<file path="src/rtl/ssp_pkg.sv">
// ----------------------------------------------------------------------------
// ssp_pkg
// Types, widths and codes shared by the step/direction pulse generator.
// ----------------------------------------------------------------------------
package ssp_pkg;

  // Widths of the step counter and of the period and tick counters.
  localparam int STEP_COUNT_BITS = 24;
  localparam int PERIOD_BITS     = 16;
  // Width of the homing limit register.
  localparam int LIMIT_BITS      = 24;
  // Smallest half-period in ticks.
  localparam int MIN_HALF        = 2;

  typedef logic [STEP_COUNT_BITS-1:0] step_cnt_t;
  typedef logic [PERIOD_BITS-1:0]     period_t;
  typedef logic [LIMIT_BITS-1:0]      limit_t;

  // Command codes carried in the operation field.
  typedef enum logic [1:0] {
    OP_TICK       = 2'd0,
    OP_MOVE       = 2'd1,
    OP_HOME       = 2'd2,
    OP_SET_ENABLE = 2'd3
  } op_t;

  // Run mode, one-hot.
  typedef enum logic [2:0] {
    MODE_IDLE = 3'b001,
    MODE_MOVE = 3'b010,
    MODE_HOME = 3'b100
  } mode_t;

  // One command word.
  typedef struct packed {
    op_t       operation;
    logic      direction_up;
    step_cnt_t step_count;
    period_t   period_ticks;
    logic      enable_on;
    logic      endstop_level;
  } item_t;

  // One result word.
  typedef struct packed {
    logic step_pin;
    logic dir_pin;
    logic enable_pin_n;
    logic busy_res;
    logic done_res;
  } result_t;

  // Run state kept between words.
  typedef struct packed {
    mode_t     mode;
    logic      step_level;
    logic      dir_level;
    logic      enable_level_n;
    step_cnt_t steps_left;
    period_t   half_period;
    period_t   tick_count;
  } run_state_t;

  // Half-period from a full period, never below the minimum.
  function automatic period_t half_of(period_t period);
    period_t h;
    h = period >> 1;
    if (h < period_t'(MIN_HALF)) begin
      h = period_t'(MIN_HALF);
    end
    return h;
  endfunction

endpackage

</file>
<file path="src/rtl/ssp_ifs.sv">
// ----------------------------------------------------------------------------
// ssp channel interfaces
// Valid/ready channels for commands, results and the limit register write.
// ----------------------------------------------------------------------------
interface ssp_in_if;
  import ssp_pkg::*;
  logic      valid;
  logic      ready;
  logic [1:0] operation;
  logic      direction_up;
  step_cnt_t step_count;
  period_t   period_ticks;
  logic      enable_on;
  logic      endstop_level;

  modport source (output valid, operation, direction_up, step_count, period_ticks,
                  enable_on, endstop_level, input ready);
  modport sink   (input valid, operation, direction_up, step_count, period_ticks,
                  enable_on, endstop_level, output ready);
endinterface

interface ssp_out_if;
  logic valid;
  logic ready;
  logic step_pin;
  logic dir_pin;
  logic enable_pin_n;
  logic busy_res;
  logic done_res;

  modport source (output valid, step_pin, dir_pin, enable_pin_n, busy_res, done_res,
                  input ready);
  modport sink   (input valid, step_pin, dir_pin, enable_pin_n, busy_res, done_res,
                  output ready);
endinterface

interface ssp_cfg_if;
  import ssp_pkg::*;
  logic   valid;
  logic   ready;
  limit_t data;

  modport source (output valid, data, input ready);
  modport sink   (input valid, data, output ready);
endinterface

</file>
<file path="src/rtl/ssp_step_logic.sv">
// ----------------------------------------------------------------------------
// ssp_step_logic
// Next run state and result for one command word, given the current state.
// ----------------------------------------------------------------------------
module ssp_step_logic
  import ssp_pkg::*;
(
  input  item_t      item,
  input  run_state_t st,
  input  limit_t     home_limit,
  output run_state_t st_nxt,
  output result_t    res
);

  step_cnt_t lim;
  period_t   tick_inc;
  step_cnt_t steps_dec;
  logic      half_done;
  logic      done;

  assign lim       = step_cnt_t'(home_limit);
  assign tick_inc  = st.tick_count + period_t'(1);
  assign steps_dec = st.steps_left - step_cnt_t'(1);
  assign half_done = (tick_inc >= st.half_period);

  // State update for each command.
  always_comb begin
    st_nxt = st;
    done   = 1'b0;
    case (item.operation)
      OP_SET_ENABLE: begin
        st_nxt.enable_level_n = ~item.enable_on;
      end
      OP_MOVE: begin
        if (st.mode == MODE_IDLE && item.step_count != '0) begin
          st_nxt.dir_level      = item.direction_up;
          st_nxt.enable_level_n = 1'b0;
          st_nxt.half_period    = half_of(item.period_ticks);
          st_nxt.steps_left     = item.step_count;
          st_nxt.step_level     = 1'b0;
          st_nxt.tick_count     = '0;
          st_nxt.mode           = MODE_MOVE;
        end
      end
      OP_HOME: begin
        if (st.mode == MODE_IDLE) begin
          st_nxt.dir_level      = 1'b0;
          st_nxt.enable_level_n = 1'b0;
          st_nxt.half_period    = half_of(item.period_ticks);
          st_nxt.tick_count     = '0;
          // Endstop already reached or no allowance: finish at once.
          if (item.endstop_level || lim == '0) begin
            st_nxt.steps_left = '0;
            st_nxt.step_level = 1'b0;
            done              = 1'b1;
          end else begin
            st_nxt.steps_left = lim;
            st_nxt.step_level = 1'b1;
            st_nxt.mode       = MODE_HOME;
          end
        end
      end
      default: begin
        // A tick advances the half-period timer of a running move or home.
        unique case (st.mode)
          MODE_IDLE: begin
          end
          MODE_MOVE: begin
            if (half_done) begin
              st_nxt.tick_count = '0;
              st_nxt.step_level = ~st.step_level;
              // A falling edge completes one step.
              if (st.step_level) begin
                st_nxt.steps_left = steps_dec;
                if (steps_dec == '0) begin
                  st_nxt.mode = MODE_IDLE;
                  done        = 1'b1;
                end
              end
            end else begin
              st_nxt.tick_count = tick_inc;
            end
          end
          MODE_HOME: begin
            if (half_done) begin
              st_nxt.tick_count = '0;
              if (st.step_level) begin
                st_nxt.step_level = 1'b0;
              end else begin
                // End of the low half: count the step and check the endstop.
                st_nxt.steps_left = steps_dec;
                if (steps_dec == '0 || item.endstop_level) begin
                  st_nxt.mode = MODE_IDLE;
                  done        = 1'b1;
                end else begin
                  st_nxt.step_level = 1'b1;
                end
              end
            end else begin
              st_nxt.tick_count = tick_inc;
            end
          end
          default: begin
            st_nxt.mode = MODE_IDLE;
          end
        endcase
      end
    endcase
  end

  // Pin levels after the update.
  assign res.step_pin     = st_nxt.step_level;
  assign res.dir_pin      = st_nxt.dir_level;
  assign res.enable_pin_n = st_nxt.enable_level_n;
  assign res.busy_res     = (st_nxt.mode != MODE_IDLE);
  assign res.done_res     = done;

endmodule

</file>
<file path="src/rtl/stepper_step_pulse_generator.sv">
// ----------------------------------------------------------------------------
// stepper_step_pulse_generator
// Step/direction pulse generator with homing, advanced by 1 us tick words.
// ----------------------------------------------------------------------------
//  Channel  Dir  Payload                                        Accepted when
//  in_ch    in   operation, direction_up, step_count,           valid && ready
//                period_ticks, enable_on, endstop_level
//  out_ch   out  step_pin, dir_pin, enable_pin_n, busy_res,     valid && ready
//                done_res
//  cfg_ch   in   data (home_step_limit)                         valid && ready
//
//  One word is taken every cycle; its result appears in the output register
//  on the next cycle. The run state updates in the same cycle as acceptance.
//  While the result register is full and not taken, in_ch.ready is low.
//  Synchronous active-low reset: driver disabled, idle, limit all ones.
//  cfg_ch is always ready.
// ----------------------------------------------------------------------------
module stepper_step_pulse_generator
  import ssp_pkg::*;
(
  input  logic       clk,
  input  logic       rst_n,
  ssp_in_if.sink     in_ch,
  ssp_out_if.source  out_ch,
  ssp_cfg_if.sink    cfg_ch
);

  run_state_t st_r, st_nxt;
  limit_t     limit_r;
  result_t    result_r, result_nxt;
  logic       out_valid_r;
  item_t      item;
  logic       in_fire;

  // Pack the command word.
  assign item.operation     = op_t'(in_ch.operation);
  assign item.direction_up  = in_ch.direction_up;
  assign item.step_count    = in_ch.step_count;
  assign item.period_ticks  = in_ch.period_ticks;
  assign item.enable_on     = in_ch.enable_on;
  assign item.endstop_level = in_ch.endstop_level;

  assign in_ch.ready  = ~out_valid_r | out_ch.ready;
  assign in_fire      = in_ch.valid & in_ch.ready;
  assign cfg_ch.ready = 1'b1;

  ssp_step_logic u_logic (
    .item       (item),
    .st         (st_r),
    .home_limit (limit_r),
    .st_nxt     (st_nxt),
    .res        (result_nxt)
  );

  // Run state, limit register and output valid.
  always_ff @(posedge clk) begin
    if (!rst_n) begin
      st_r.mode           <= MODE_IDLE;
      st_r.step_level     <= 1'b0;
      st_r.dir_level      <= 1'b0;
      st_r.enable_level_n <= 1'b1;
      st_r.steps_left     <= '0;
      st_r.half_period    <= period_t'(MIN_HALF);
      st_r.tick_count     <= '0;
      limit_r             <= '1;
      out_valid_r         <= 1'b0;
    end else begin
      if (cfg_ch.valid) begin
        limit_r <= cfg_ch.data;
      end
      if (in_fire) begin
        st_r        <= st_nxt;
        out_valid_r <= 1'b1;
      end else if (out_ch.ready) begin
        out_valid_r <= 1'b0;
      end
    end
  end

  // Result register.
  always_ff @(posedge clk) begin
    if (in_fire) begin
      result_r <= result_nxt;
    end
  end

  assign out_ch.valid        = out_valid_r;
  assign out_ch.step_pin     = result_r.step_pin;
  assign out_ch.dir_pin      = result_r.dir_pin;
  assign out_ch.enable_pin_n = result_r.enable_pin_n;
  assign out_ch.busy_res     = result_r.busy_res;
  assign out_ch.done_res     = result_r.done_res;

endmodule

</file>
<file path="src/flat_wrapper.sv">
// flat-port wrapper written by rule: the top's interface ports become plain ports
module stepper_step_pulse_generator_flat import ssp_pkg::*;
  (clk, rst_n, in_ch_valid, in_ch_operation, in_ch_direction_up, in_ch_step_count, in_ch_period_ticks, in_ch_enable_on, in_ch_endstop_level, in_ch_ready, out_ch_valid, out_ch_step_pin, out_ch_dir_pin, out_ch_enable_pin_n, out_ch_busy_res, out_ch_done_res, out_ch_ready, cfg_ch_valid, cfg_ch_data, cfg_ch_ready);
  ssp_in_if in_ch_i ();
  ssp_out_if out_ch_i ();
  ssp_cfg_if cfg_ch_i ();
  input  logic clk;
  input  logic rst_n;
  input wire logic [$bits(in_ch_i.valid)-1:0] in_ch_valid;
  input wire logic [$bits(in_ch_i.operation)-1:0] in_ch_operation;
  input wire logic [$bits(in_ch_i.direction_up)-1:0] in_ch_direction_up;
  input wire logic [$bits(in_ch_i.step_count)-1:0] in_ch_step_count;
  input wire logic [$bits(in_ch_i.period_ticks)-1:0] in_ch_period_ticks;
  input wire logic [$bits(in_ch_i.enable_on)-1:0] in_ch_enable_on;
  input wire logic [$bits(in_ch_i.endstop_level)-1:0] in_ch_endstop_level;
  output wire logic [$bits(in_ch_i.ready)-1:0] in_ch_ready;
  output wire logic [$bits(out_ch_i.valid)-1:0] out_ch_valid;
  output wire logic [$bits(out_ch_i.step_pin)-1:0] out_ch_step_pin;
  output wire logic [$bits(out_ch_i.dir_pin)-1:0] out_ch_dir_pin;
  output wire logic [$bits(out_ch_i.enable_pin_n)-1:0] out_ch_enable_pin_n;
  output wire logic [$bits(out_ch_i.busy_res)-1:0] out_ch_busy_res;
  output wire logic [$bits(out_ch_i.done_res)-1:0] out_ch_done_res;
  input wire logic [$bits(out_ch_i.ready)-1:0] out_ch_ready;
  input wire logic [$bits(cfg_ch_i.valid)-1:0] cfg_ch_valid;
  input wire logic [$bits(cfg_ch_i.data)-1:0] cfg_ch_data;
  output wire logic [$bits(cfg_ch_i.ready)-1:0] cfg_ch_ready;
  assign in_ch_i.valid = in_ch_valid;
  assign in_ch_i.operation = in_ch_operation;
  assign in_ch_i.direction_up = in_ch_direction_up;
  assign in_ch_i.step_count = in_ch_step_count;
  assign in_ch_i.period_ticks = in_ch_period_ticks;
  assign in_ch_i.enable_on = in_ch_enable_on;
  assign in_ch_i.endstop_level = in_ch_endstop_level;
  assign in_ch_ready = in_ch_i.ready;
  assign out_ch_valid = out_ch_i.valid;
  assign out_ch_step_pin = out_ch_i.step_pin;
  assign out_ch_dir_pin = out_ch_i.dir_pin;
  assign out_ch_enable_pin_n = out_ch_i.enable_pin_n;
  assign out_ch_busy_res = out_ch_i.busy_res;
  assign out_ch_done_res = out_ch_i.done_res;
  assign out_ch_i.ready = out_ch_ready;
  assign cfg_ch_i.valid = cfg_ch_valid;
  assign cfg_ch_i.data = cfg_ch_data;
  assign cfg_ch_ready = cfg_ch_i.ready;
  stepper_step_pulse_generator u_core (.clk(clk), .rst_n(rst_n), .in_ch(in_ch_i), .out_ch(out_ch_i), .cfg_ch(cfg_ch_i));
endmodule
</file>
<file path="config.mk">
export PLATFORM = sky130hd
export DESIGN_NAME = stepper_step_pulse_generator_flat
export DESIGN_NICKNAME = d
export VERILOG_FILES = /design/src/rtl/ssp_pkg.sv /design/src/rtl/ssp_ifs.sv /design/src/rtl/ssp_step_logic.sv /design/src/rtl/stepper_step_pulse_generator.sv /design/src/flat_wrapper.sv
export SDC_FILE = /design/constraint.sdc
export NUM_CORES = 1
export LEC_CHECK = 0
export ABC_AREA = 1
export ABC_CLOCK_PERIOD_IN_PS = 2600
export BUFFER_PORTS_ARGS = -buffer_cell sky130_fd_sc_hd__buf_4
export CAP_MARGIN = 20
export CORE_UTILIZATION = 53
export CTS_CLUSTER_DIAMETER = 120
export CTS_CLUSTER_SIZE = 14
export DETAILED_ROUTE_END_ITERATION = 10
export HOLD_SLACK_MARGIN = 0.03
export MAX_ROUTING_LAYER = met4
export PLACE_DENSITY = 0.77
export SETUP_SLACK_MARGIN = 0.1
export SYNTH_ARGS = -nofsm -noshare
export SYNTH_HDL_FRONTEND = slang
export SYNTH_SLANG_ARGS = --single-unit
</file>
<file path="constraint.sdc">
create_clock -name clk -period 2.6 [get_ports clk]
set_input_delay 0.26 -clock clk [delete_from_list [all_inputs] [get_ports clk]]
set_output_delay 0.26 -clock clk [all_outputs]
set_load 0.005 [all_outputs]
</file>
---- Yosys cells after proc, flatten, opt, wreduce, memory -nomap -nowiden ----
Index checks and enable logic that the tools add are counted.
word-level totals
  flip-flop bits (word level) ............. 92
  logic and storage cells ................. 93
  input port bits ......................... 74
  output and inout bits ................... 8
operators by class
  eq/ne operators ......................... 13
  mux-type cells .......................... 41
  reductions and logical operators ........ 15
  bitwise logic cells ..................... 6
  magnitude comparators ................... 2
  add/sub/neg operators ................... 2
operators with widths
  kind                   count
  $mux 62                2
  $mux 24                5
  $pmux 24 s3            1
  $logic_not 24->1       2
  $pmux 16 s3            1
  $pmux 24 s2            1
  $mux 16                2
  $pmux 16 s2            1
  $reduce_bool 24->1     1
  $sub 24x1->24 const B  1
  $add 16x1->16 const B  1
  $ge 16x16->1           1
  $lt 15x2->1 const B    1
  $mux 15                1
  $mux 3                 5
  $mux 1                 13
  $ne 4x4->1 const B     3
  $pmux 4 s3             1
  $pmux 3 s3             1
  $reduce_and 9->1       1
  $mux 4                 2
  $pmux 1 s2             4
  $reduce_and 5->1       1
  $eq 2x2->1 const B     2
  18 further kinds       25

---- Longest topological paths before layout ----
  word-level depth ........................ 9
  mapped depth ............................ 22
  depth with buffers taken out ............ 22

---- Modules after synthesis ----
Synthesis repeated with hierarchy kept, for this count alone.
second synthesis, totals
  cells, all modules ...................... 1368
  area, all modules ....................... 8323.0 µm²
modules (own cells, without submodules)
  module                        cells an instance  times used  sequential area each (µm²)  area each (µm²)
  ssp_step_logic                850                1           0.0                         4247.8
  stepper_step_pulse_generator  518                1           1891.8                      4075.2

---- Worst setup path after synthesis ----
No wires, ideal clock.
  path type ............................... register to register
  start point ............................. register u_core.st_r[0] in the netlist's numbering
  end point ............................... register u_core.result_r, in the netlist u_core.out_ch.busy_res (data pin)
  path slack .............................. -0.298 ns
  library setup time ...................... 0.253 ns
  buffers on the path ..................... 0
  cell stages (with the launch flop) ...... 20
  arrival time ............................ 2.645 ns
  clock period less this slack ............ 2.898 ns
  data required time ...................... 2.347 ns
  path through ............................ dfxtp_1 -> ha_1 -> nand2_1 -> nor2_1 -> nand3_1 -> nor2_1 -> nand2_1 -> xor2_1 -> inv_1 -> ha_1 -> and3_1 -> nor3b_1 -> nand3_1 -> nand3_2 -> nand2_1 -> nor2_1 -> nand2_1 -> nand3_1 -> and2_1 -> nand2_1
RTL lines
  item                      RTL line                            RTL
  start: declaration        stepper_step_pulse_generator.sv:28  run_state_t st_r, st_nxt;
  start signal: assignment  stepper_step_pulse_generator.sv:72  st_r <= st_nxt;
  end signal: assignment    stepper_step_pulse_generator.sv:83  result_r <= result_nxt;
  end: declaration          stepper_step_pulse_generator.sv:30  result_t result_r, result_nxt;

==> results.cfg <==
[cells_and_area]
drive_gt1_share_pct = 26.2
area_growth_pct = 30.5
fillCellCount = 925
seq_area_sq_um = 1890
num_antenna_cells = 0
layout_common_cells = 198 x nand2_1, 136 x buf_4, 108 x inv_1
multiInputGateArea_sq_um = 3830
fin_nets = 1143
final_util_pct = 71.3
final_common_cell = nand2_1

[logic_synthesis]
ys_warn_count = 0
ys.flop_type = dfxtp_1
ys_ff_latch = 91
ys_top_cells_by_area = dfxtp_1 29%, nand2_1 13%, nor2_1 7.0%, inv_1 6.9%, nand3_1 6.6%
postSynthAreaPerCell_sq_um = 6.42
ys_seq_area_share_pct = 31.6
synth-edff-count = 5
synth_nets = 1019
ys_async_sr_fraction_pct = 0
synth_top_cell_by_area = dfxtp_1
synth_cell_types = 47
syn_inst = 923
yosys.area.top_type_share_pct = 29.1
syn_area_sq_um = 5920

[clock_network]
cts_sinks = 91
clockRootBuffer = clkbuf_8
h-tree-depth = 3
cts_tree = built
cts_hold_buffers = 0
insertion_delay_ns = 0.39
cts_inserted_buffers = 9
cts_buffer_depth = 2
clk_pin_slew_worst_paths_ns = 0.10

[floorplan]
die_h_microns = 108
die_x_microns = 108
initial_core_util_pct = 54.6
io_pins = 82
dieArea_sq_um = 11600
rows = 38
fp.coreArea_sq_um = 10800

[routing]
vias = 6547
drt_first_pass_iters = 5
ant_nets = 0
drc_errors = 0
drt-initial-drc-count = 563
wl_per_cell_microns = 15.0
finalWirelength_mm = 17.8
via_per_inst = 5.49

[worst_setup_path]
crit_required_ns = 2.74
cp-start-kind = flip-flop
crit_type = reg2reg
endpoint_kind = flip-flop
path_max_fanout = 4
arrival_ns = 3.27

[placement]
io_buffers = 79
gp_congestion = 0.970
dp_hpwl_mm = 11.8

[timing]
fmax_mhz = 319
worst-slew-pin-transition_ns = 0.822
slew_viol_final = 0
hold_viol = 0
finalClockSkew_ns = 0.0143
setup_violations = 46
hold_ws_ns = 0.0769
min_period_ns = 3.13
finalCritPeriodShare_pct = 120
slew_headroom_pct = 44.9
rsz0062_at_grt = true
fin_ws_ns = -0.532
setup_tns_ns = -16.69

[pwr]
leakagePower_nw = 3.61
irDropWorstVdd_mv = 0.513
power_mw = 4.28
cellPowerDensity_nw_per_um2 = 554

[grt]
grt_overflow = 0
grt_max_degree = 52
grt_pass1_vias = 5730
grt_pass1_wl_mm = 27.0
antenna_found_initial = 0
grt.total_usage_pct = 30.4

[min_path]
hp-class = in2reg

[run]
max-cap-violations = 0

[outcome]
status = complete, but fails checks
violations = negative setup slack
## layout make-up
cell class	count	share of cell area [%]
multi-input combinational	681	49.6
sequential	91	24.4
timing repair buffer	150	15.6
inverter	114	5.57
tap	140	2.27
clock buffer	10	1.93
clock inverter	6	0.583
## repair_timing
item	in CTS	in global routing
setup endpoints to repair	46	60
gates cloned	0	0
resized for setup	29	61
pin swaps	30	14
setup buffers	16	1
## synthesized netlist by cell type (2+ instances only)
| cell type | count |
|---|---|
| clkinv_1 | 2 |
| inv_1 | 109 |
| nor2_1 | 110 |
| and3_1 | 5 |
| nor4_1 | 8 |
| o21bai_1 | 2 |
| o211a_1 | 4 |
| buf_2 | 7 |
| dfxtp_1 | 86 |
| o22ai_1 | 4 |
| edfxtp_1 | 5 |
| nand2_2 | 4 |
| o31ai_1 | 2 |
| o21a_1 | 2 |
| a31oi_1 | 3 |
| nor2_2 | 24 |
| nand4_1 | 28 |
| nor2_4 | 4 |
| nand2_1 | 209 |
| o21ai_0 | 55 |
| inv_2 | 3 |
| xor2_1 | 10 |
| clkbuf_1 | 25 |
| a21oi_1 | 72 |
| ha_1 | 22 |
| nor3_1 | 11 |
| xnor2_1 | 7 |
| nand3_1 | 78 |
| buf_6 | 3 |
| o21ai_1 | 2 |
## critical path: stages (launching register included)
cell	delay (ns)
dfxtp_4	0.39
ha_4	0.15
nand2_4	0.06
nor2_4	0.10
nand3_2	0.10
nor2_2	0.12
nand2_1	0.08
xor2_1	0.19
inv_1	0.11
ha_4	0.27
and3_4	0.17
nor3b_4	0.25
nand3_2	0.14
nand3_4	0.14
buf_4	0.13
nand4_1	0.17
nand3_2	0.13
and2_1	0.12
nand2_1	0.05
## sequential cells by signal (all words and copies together), names as in the netlist
register and cells:
u_core.st_r 61, u_core.limit_r 24, u_core.out_ch.busy_res 1, u_core.out_ch.dir_pin 1, u_core.out_ch.done_res 1, u_core.out_ch.enable_pin_n 1
u_core.out_ch.step_pin 1, u_core.out_ch.valid 1
## power by group
part	switching (mW)	total, mW	internal, mW
sequential	0.0954	1.61	1.52
clock	0.570	0.982	0.412
combinational	0.990	1.69	0.699
## logic make-up after synthesis
kind of cell	Yosys count	synth area share [%]
simple gates	488	36.9
compound gates	153	14.1
buf+inv	151	10.2
flops	91	31.6
fa+ha+maj	22	4.65
xor+xnor	17	2.51
other cells	1	0.0633
## final timing paths
kind / from / to / slack [ns] / cells past startpoint
min reg2reg: u_core.st_r[25]$_SDFFE_PN0P_ / u_core.st_r[25]$_SDFFE_PN0P_ / 0.46 / 2
max reg2reg: u_core.st_r[0]$_SDFFE_PN0P_ / u_core.out_ch.busy_res$_DFFE_PP_ / -0.53 / 18
max: u_core.st_r[0]$_SDFFE_PN0P_ / u_core.out_ch.busy_res$_DFFE_PP_ / -0.53 / 18
min: cfg_ch_data[19] / u_core.limit_r[19]$_SDFFE_PN1P_ / 0.08 / 3
## per-stage QoR
step	area (sq um)	instances	worst slack (ns)
finish	7730	1192	-0.532
floorplan	6000	923	-0.158
global placement	7040	1162	-0.270
global route	7730	1192	-0.664
CTS	7450	1192	-0.246
detailed placement	7040	1162	-0.368
## layer usage
layer	track usage (%)	share of wire (%)
met5	-	0
met1	42.1	44
met2	44.4	45
met3	5.15	8.0
met4	10.3	2.7
Power figures use the tool's default switching activity.
